--- config.mk ---
export PLATFORM = sky130hd
export DESIGN_NAME = pma_ctrl
export DESIGN_NICKNAME = d
export VERILOG_FILES = /design/src/rtl/core/pma_pkg.sv /design/src/rtl/core/pma_ctrl.sv
export SDC_FILE = /design/constraint.sdc
export NUM_CORES = 1
export LEC_CHECK = 0
export CORE_MARGIN = 8
export CORE_UTILIZATION = 45
export DETAILED_ROUTE_END_ITERATION = 8
export DONT_BUFFER_PORTS = 1
export GPL_TIMING_DRIVEN = 0
export PLACE_DENSITY = 0.57
export SYNTH_ARGS = -nofsm -noshare
export SYNTH_HDL_FRONTEND = slang
export SYNTH_SLANG_ARGS = --single-unit
--- constraint.sdc ---
create_clock -name i_clk -period 3 [get_ports i_clk]
set_clock_uncertainty 0.05 [all_clocks]
set_input_delay 0.6 -clock i_clk [delete_from_list [all_inputs] [get_ports i_clk]]
set_output_delay 0.6 -clock i_clk [all_outputs]
set_load 0.005 [all_outputs]
--- src/rtl/core/pma_pkg.sv ---
// pma_pkg: shared constants, register codes and controller/datapath
// command and status types for the 1-D max/average pooling unit.
// No dependencies.
package pma_pkg;

    localparam int MAX_KERNEL   = 8;
    localparam int MAX_CHANNELS = 64;
    localparam int MAX_WIDTH    = 1024;
    localparam int SAMPLE_BITS  = 16;
    localparam int MAX_RESULTS  = 8;

    localparam int KER_BITS   = $clog2(MAX_KERNEL);
    localparam int CH_BITS    = $clog2(MAX_CHANNELS);
    localparam int ADDR_BITS  = KER_BITS + CH_BITS;
    localparam int STORE_DEPTH = MAX_KERNEL * MAX_CHANNELS;
    localparam int COL_BITS   = 10;
    localparam int OCOL_BITS  = 11;
    localparam int SUM_BITS   = SAMPLE_BITS + KER_BITS;
    localparam int PADDR_BITS = 5;

    // register map (byte address = 4 * index)
    typedef enum logic [2:0] {
        REG_METHOD       = 3'd0,
        REG_KERNEL_SIZE  = 3'd1,
        REG_STRIDE       = 3'd2,
        REG_CHANNELS     = 3'd3,
        REG_INPUT_WIDTH  = 3'd4,
        REG_OUTPUT_WIDTH = 3'd5,
        REG_PAD_LEFT     = 3'd6,
        REG_RECIP_KERNEL = 3'd7
    } t_reg_idx;

    typedef struct packed {
        logic        method;
        logic [3:0]  kernel_size;
        logic [3:0]  stride;
        logic [6:0]  channels;
        logic [10:0] input_width;
        logic [10:0] output_width;
        logic [2:0]  pad_left;
        logic [15:0] recip_kernel;
    } t_cfg;

    // controller -> datapath
    typedef struct packed {
        logic accept;
        logic mul;
        logic cmp;
        logic rd;
        logic avg;
        logic fin;
        logic push;
        logic adv_init;
        logic adv_step;
    } t_cmd;

    // datapath -> controller
    typedef struct packed {
        logic qual;
        logic rd_done;
        logic pend_valid;
        logic out_free;
        logic wrap;
        logic adv_more;
        logic need_avg;
    } t_sts;

endpackage

--- src/rtl/core/pma_ctrl.sv ---
// pma_ctrl: sequencer for the pooling unit; walks windows, taps and the
// column advance. Depends on pma_pkg.
module pma_ctrl (
    input  logic            i_clk,
    input  logic            i_rst_n,
    input  logic            i_in_valid,
    output logic            o_in_ready,
    input  pma_pkg::t_sts   i_sts,
    output pma_pkg::t_cmd   o_cmd
);
    typedef enum logic [10:0] {
        S_IDLE = 11'b000_0000_0001,
        S_MUL  = 11'b000_0000_0010,
        S_CMP  = 11'b000_0000_0100,
        S_DEC  = 11'b000_0000_1000,
        S_PUSH = 11'b000_0001_0000,
        S_RD   = 11'b000_0010_0000,
        S_AVG  = 11'b000_0100_0000,
        S_FIN  = 11'b000_1000_0000,
        S_POST = 11'b001_0000_0000,
        S_ADVI = 11'b010_0000_0000,
        S_ADV  = 11'b100_0000_0000
    } t_state;

    t_state r_state, n_state;

    always_ff @(posedge i_clk) begin
        if (!i_rst_n) begin
            r_state <= S_IDLE;
        end else begin
            r_state <= n_state;
        end
    end

    assign o_in_ready = (r_state == S_IDLE);

    always_comb begin
        n_state = r_state;
        o_cmd   = '0;
        case (r_state)
            S_IDLE: begin
                if (i_in_valid) begin
                    o_cmd.accept = 1'b1;
                    n_state      = S_MUL;
                end
            end
            S_MUL: begin
                o_cmd.mul = 1'b1;
                n_state   = S_CMP;
            end
            S_CMP: begin
                o_cmd.cmp = 1'b1;
                n_state   = S_DEC;
            end
            S_DEC: begin
                if (i_sts.pend_valid) n_state = S_PUSH;
                else if (i_sts.qual)  n_state = S_RD;
                else                  n_state = S_POST;
            end
            S_PUSH: begin
                if (i_sts.out_free) begin
                    o_cmd.push = 1'b1;
                    n_state    = i_sts.qual ? S_RD : S_POST;
                end
            end
            S_RD: begin
                o_cmd.rd = 1'b1;
                if (i_sts.rd_done) n_state = i_sts.need_avg ? S_AVG : S_FIN;
            end
            S_AVG: begin
                o_cmd.avg = 1'b1;
                n_state   = S_FIN;
            end
            S_FIN: begin
                o_cmd.fin = 1'b1;
                n_state   = S_MUL;
            end
            S_POST: begin
                n_state = i_sts.wrap ? S_ADVI : S_IDLE;
            end
            S_ADVI: begin
                o_cmd.adv_init = 1'b1;
                n_state        = S_ADV;
            end
            S_ADV: begin
                o_cmd.adv_step = 1'b1;
                if (!i_sts.adv_more) n_state = S_IDLE;
            end
            default: n_state = S_IDLE;
        endcase
    end

    // a result is pushed only once the pending slot has been decided
    a_push_from_push: assert property (@(posedge i_clk) disable iff (!i_rst_n)
        o_cmd.push |-> (r_state == S_PUSH) && i_sts.pend_valid)
        else $error("push without pending result");
    // every finished window goes back to evaluate the next one
    a_fin_then_mul: assert property (@(posedge i_clk) disable iff (!i_rst_n)
        (r_state == S_FIN) |=> (r_state == S_MUL))
        else $error("fin not followed by mul");
    // no new word while a pending result is still held
    a_idle_clean: assert property (@(posedge i_clk) disable iff (!i_rst_n)
        o_cmd.accept |-> !i_sts.pend_valid)
        else $error("accept with pending result");
endmodule

==> summary.txt, run 1 <==
Status
  • Status: finished clean

STA
  • Total Neg Setup Slack: 0 ns
  • Fmax: 0.400 GHz
  • Unrepaired setup endpoints after global routing: no
  • Final period util: 83.3%
  • Setup-failing EPs final: 0
  • Max-slew headroom: 58.7%
  • Worst slew pin tran: 0.615 ns
  • Final hold violations: 0
  • Min Clock Period, post-route: 2.50 ns
  • WHS: 0.340 ns
  • Max-slew violations: 0

CTS
  • Clock latency on the worst-skew pair: 0.28 ns
  • CTS sink count: 11
  • Clk pin slew, worst setup/hold paths: 0.07 ns
  • CTS tree: done
  • Bufs on Longest Clock Path: 2
  • Clock Tree Root: clkbuf_4
  • # hold bufs at CTS: 0
  • Cts bufs inserted: 3
  • Setup Buffers After CTS: 0
  • CTS HTree Levels: 1
  • Post-CTS sizing: 0

Route
  • Max layer used: met4
  • Drt pass-1 iters: 4
  • Met1 wire length: 863 um
  • Routed WL: 1.99 mm
  • Average wire per standard cell: 15.6 um
  • Antenna Nets Post-Route: 0
  • Vias per cell: 5.89
  • Met2 routed WL: 903 um
  • Vias: 754
  • Drt drc: 0
  • DR WL met3: 203 um
  • DRT iter0 DRCs: 20

Worst setup path
  • Crit path arrival time: 1.85 ns
  • CP Class: flop to output pin
  • Largest stage delay on the critical path: 0.50 ns
  • Crit-path cells: buf_4 -> nor4_1 -> nand3_1 -> nor4b_1
  • WP data required: 2.35 ns
  • Critical-path maximum fanout: 10
  • Crit. End Element: output pin
  • CP Launch Type: flop
  • Highest-delay cell along the critical path: nor4_1

Global routing
  • Largest net degree at the start of global routing: 11
  • Total track usage: 12.4%
  • Vias in the first global route: 705
  • GRT overflow: 0
  • Antenna violations before repair: 0
  • Global-route wire length before repair: 3.27 mm

Power and ir drop
  • PD cells: 412 nW/um2
  • Int Pwr: 0.245 mW
  • NetSw: 0.113 mW
  • Total power: 0.358 mW
  • Leakage: 0.352 nW
  • Comb pwr share: 26.1%
  • Reg power frac: 44.5%
  • Switching part of the total power: 31.7%
  • Clk pwr share: 29.4%
  • VDD IR-drop max: 0.000215 V

Synthesis
  • Top-count cell post-synth: nor2_1
  • Ys Warns: 0
  • Synthesized netlist cell count: 99
  • Post-Syn Area: 811 um2
  • Post-synth top area share: 27.2%
  • Cell variety after synth: 36
  • Ys flop type: dfxtp_1
  • Async SR Flop Fraction: 0%
  • Syn Area/Cell: 8.19 um2
  • Top cells by area, synth: dfxtp_1 (27%), nor2_1 (5.6%), nor2b_1 (5.4%)
  • Post-synthesis sequential area ratio: 27.2%
  • EDFF count, synth: 0
  • Flops & latches, synth: 11
  • Yosys top cell by area: dfxtp_1
  • Syn Nets: 109
  • Commonest cells post-synth: nor2_1 (12), dfxtp_1 (11), nand2_1 (7), nor2b_1 (7)

Floorplan
  • Starting Density: 47.5%
  • Die W: 58.4 um
  • Row count: 15
  • I/O Pins: 20
  • Die ar.: 3420 um2
  • Die height: 58.4 um
  • Core area: 1710 um2

Final layout
  • # diodes: 0
  • Final #Nets: 114
  • Top flop regs: r_state: 11 flops
  • Most flops, register: r_state
  • Layout area overhead: 7.10%
  • Fill cell count: 167
  • Max FFs per register: 11
  • Share of cells above drive strength 1: 17.5%

Placed design
  • # port buffers: 0
  • Post-DP HPWL: 1.52 mm
  • Gpl congestion: 0.863

Min path
  • Class of the worst hold path: primary input to flop

Run
  • Max Cap Violations: 0
[cells by family after synthesis]
| family | after synthesis | synth area share, % |
|---|---|---|
| mux | 1 | 1.39 |
| xor+xnor | 4 | 4.32 |
| flops | 11 | 27.2 |
| compound gates | 12 | 10.3 |
| simple gates | 62 | 48.5 |
| buf+inv | 9 | 8.33 |
[power by group through the flow]
stage               clock, mW  sequential (mW)  combinational, mW
finish                  0.105            0.159             0.0935
floorplan                   0            0.161             0.0772
global route            0.116            0.160              0.104
global placement            0            0.163             0.0924
CTS                     0.110            0.159             0.0937
detailed placement          0            0.163             0.0934
[critical path, delay by kind of cell, from the launching register on]
kind,cells,cell delay (ns)
flops,1,0.30
buf+inv,1,0.16
simple gates,3,1.12
[path summary, 6_finish.rpt]
check | startpoint | endpoint | slack [ns] | cells past startpoint
setup / recovery | r_state[8] | o_cmd[3] | 0.50 | 4
hold / removal | i_sts[6] | r_state[8] | 0.34 | 1
setup reg to reg | r_state[7] | r_state[0] | 0.99 | 5
hold reg to reg | r_state[8] | r_state[10] | 0.52 | 2
[area by class of cell]
type / instances / area, um2 / area share (%)
inverters: 3 / 11.3 / 1.30
well taps: 25 / 31.3 / 3.60
plain buffers: 6 / 56.3 / 6.48
clock buffers: 4 / 26.3 / 3.03
multi-input cells: 79 / 523 / 60.2
flip-flops and latches: 11 / 220 / 25.4
[cells in the final DEF (no fill, tap or decap), drive strengths merged, types with 2 or more instances in the layout]
cell	n
inv	3
nor3	4
nand3	3
and2	2
nand2	7
dfxtp	11
nor4b	5
clkbuf	4
o21ai	4
o22ai	2
nand4	5
nor2	13
nor4	4
and3	3
nor3b	3
nor2b	7
buf	6
o2111ai	2
and4	2
xor2	3
[routing by layer]
layer | GRT usage [%] | up-vias
li1 | - | 378
met1 | 14.5 | 347
met2 | 19.5 | 24
met3 | 6.09 | 5
met4 | 3.15 | 0
met5 | 0 | -
[metrics by stage]
stage | instances | instance area (um2) | worst slack (ns) | utilization, %
6_report | 128 | 868 | 0.502 | 50.8
5_1_grt | 128 | 868 | 0.396 | 50.8
3_3_place_gp | 124 | 842 | 0.811 | 49.3
4_1_cts | 128 | 868 | 0.495 | 50.8
2_1_floorplan | 99 | 811 | 1.03 | -
3_5_place_dp | 124 | 842 | 0.799 | 49.3
Note: power is estimated with default switching activity, not from simulation.
==> inputs of run 2 (changes only) <==
Settings changed: PLACE_DENSITY 0.57 to 0.59.
Clock period 3 ns to 2.19 ns, I/O delays scaled along.
==> summary.txt, run 2 (same netlist as run 1, synthesis figures left out) <==
Status
  • Status: finished clean

STA
  • Min Clock Period, post-route: 2.11 ns
  • Fmax: 0.475 GHz
  • Total Neg Setup Slack: 0 ns
  • Max-slew headroom: 68.6%
  • Unrepaired setup endpoints after global routing: no
  • Worst slew pin tran: 0.468 ns
  • Setup-failing EPs final: 0
  • WHS: 0.190 ns
  • Max-slew violations: 0
  • Final hold violations: 0
  • Final period util: 96.1%

Worst setup path
  • Highest-delay cell along the critical path: nor4_4
  • Reg2Reg Depth: 5
  • Critical path origin: r_state[5]
  • Crit-path cells: nor4_4 -> buf_4 -> and4_4 -> and2_4
  • Crit. End Element: output pin
  • WP depth: 4
  • CP Class: flop to output pin
  • RR Endpoint: r_state[0]
  • CP Launch Type: flop
  • Buf/Inv on CP: 1
  • Reg-to-Reg Start: r_state[5]
  • CP endpoint: o_cmd[8]
  • Largest stage delay on the critical path: 0.41 ns
  • Crit path arrival time: 1.62 ns
  • Cell family with most CP delay: simple AND/OR/NAND/NOR gates
  • Flop2flop setup slack: 0.32 ns
  • WP data required: 1.70 ns
  • Critical-path maximum fanout: 8

Global routing
  • Vias in the first global route: 745
  • Global-route wire length before repair: 3.55 mm
  • Total track usage: 13.0%
  • Antenna violations before repair: 0
  • GRT overflow: 0
  • Largest net degree at the start of global routing: 11

Min path
  • Worst hold stages: 1
  • Class of the worst hold path: primary input to flop

Floorplan
  • I/O Pins: 20
  • Row count: 15
  • Die height: 58.4 um
  • Die ar.: 3420 um2
  • Die W: 58.4 um
  • Core area: 1710 um2
  • Starting Density: 47.5%

CTS
  • # hold bufs at CTS: 0
  • CTS sink count: 11
  • Clk pin slew, worst setup/hold paths: 0.08 ns
  • CTS HTree Levels: 1
  • Clock latency on the worst-skew pair: 0.28 ns
  • Cts bufs inserted: 3
  • Clock Tree Root: clkbuf_4
  • CTS tree: done
  • Bufs on Longest Clock Path: 2

Placed design
  • # port buffers: 0
  • Post-DP HPWL: 1.51 mm
  • Dpl cell area: 842 um2
  • Gpl congestion: 0.821

Power and ir drop
  • PD cells: 536 nW/um2
  • Total power: 0.510 mW
  • Leakage: 0.382 nW
  • VDD IR-drop max: 0.000318 V

Final layout
  • Commonest non-fill, non-tap cell in the layout: nor2_1
  • Area occupied by registers: 223 um2
  • # diodes: 0
  • Top flop regs: r_state: 11 flops
  • Commonest non-fill, non-tap cells in the layout: nor2_1 (12), dfxtp_1 (9), nor2b_1 (7)
  • Fill cell count: 157
  • Multi-input gate area: 582 um2
  • Final #Nets: 117
  • Share of cells above drive strength 1: 30.2%
  • Post-route cell area: 952 um2
  • Max FFs per register: 11
  • Most flops, register: r_state
  • Layout area overhead: 17.4%

Route
  • Average wire per standard cell: 16.2 um
  • Drt drc: 0
  • Antenna Nets Post-Route: 0
  • Routed WL: 2.12 mm
  • Vias per cell: 6.00
  • DRT iter0 DRCs: 25
  • Drt pass-1 iters: 4
  • Vias: 786

Run
  • Max Cap Violations: 0
## run 2: worst reg2reg max path, stage by stage (launching register included)
cell     delay (ns)
dfxtp_2        0.38
nor4_4         0.41
nand3_2        0.18
or4b_4         0.51
o22ai_1        0.14
a21o_1         0.14
## run 2: repair_timing
item,in CTS,in global routing
resized for setup,5,9
buffers inserted,2,2
setup endpoints to repair,7,6
pin swaps,1,1
## run 2: worst min path at each step
stage | slack, ns | start | endpoint
floorplan | 0.46 | i_sts[6] | r_state[8]
finish | 0.19 | i_sts[6] | r_state[8]
global route | 0.17 | i_sts[6] | r_state[8]
detailed placement | 0.47 | i_sts[6] | r_state[8]
CTS | 0.19 | i_sts[6] | r_state[8]
global placement | 0.47 | i_sts[6] | r_state[8]
## run 2: per-layer routing
| layer | up-vias | routed length (um) | GRT usage [%] | part of all wire (%) |
|---|---|---|---|---|
| li1 | 382 | - | - | - |
| met1 | 370 | 860 | 14.9 | 41 |
| met2 | 30 | 1010 | 21.1 | 47 |
| met3 | 4 | 224 | 5.00 | 11 |
| met4 | 0 | 29 | 5.24 | 1.4 |
| met5 | - | 0 | 0 | 0 |
## run 2: where the power goes
part	leakage (nW)	switching (mW)	internal, mW
sequential	0.0902	0.0103	0.209
clock	0.0150	0.0746	0.0706
combinational	0.277	0.0820	0.0642
total	0.382	0.167	0.343
## run 2: cell type report
class | count | share of cell area, %
inverter | 3 | 1.18
buffer | 5 | 5.12
clock buffer | 4 | 2.76
sequential | 11 | 23.4
timing repair buffer | 4 | 3.15
tap | 25 | 3.29
multi-input combinational | 79 | 61.1
## run 2: through the flow
stage,utilization (%),instances,worst slack (ns)
5_1_grt,55.8,131,0.000992
3_3_place_gp,49.3,124,0.0607
3_5_place_dp,49.3,124,0.0169
2_1_floorplan,-,99,0.382
6_report,55.8,131,0.0844
4_1_cts,53.6,130,0.0203
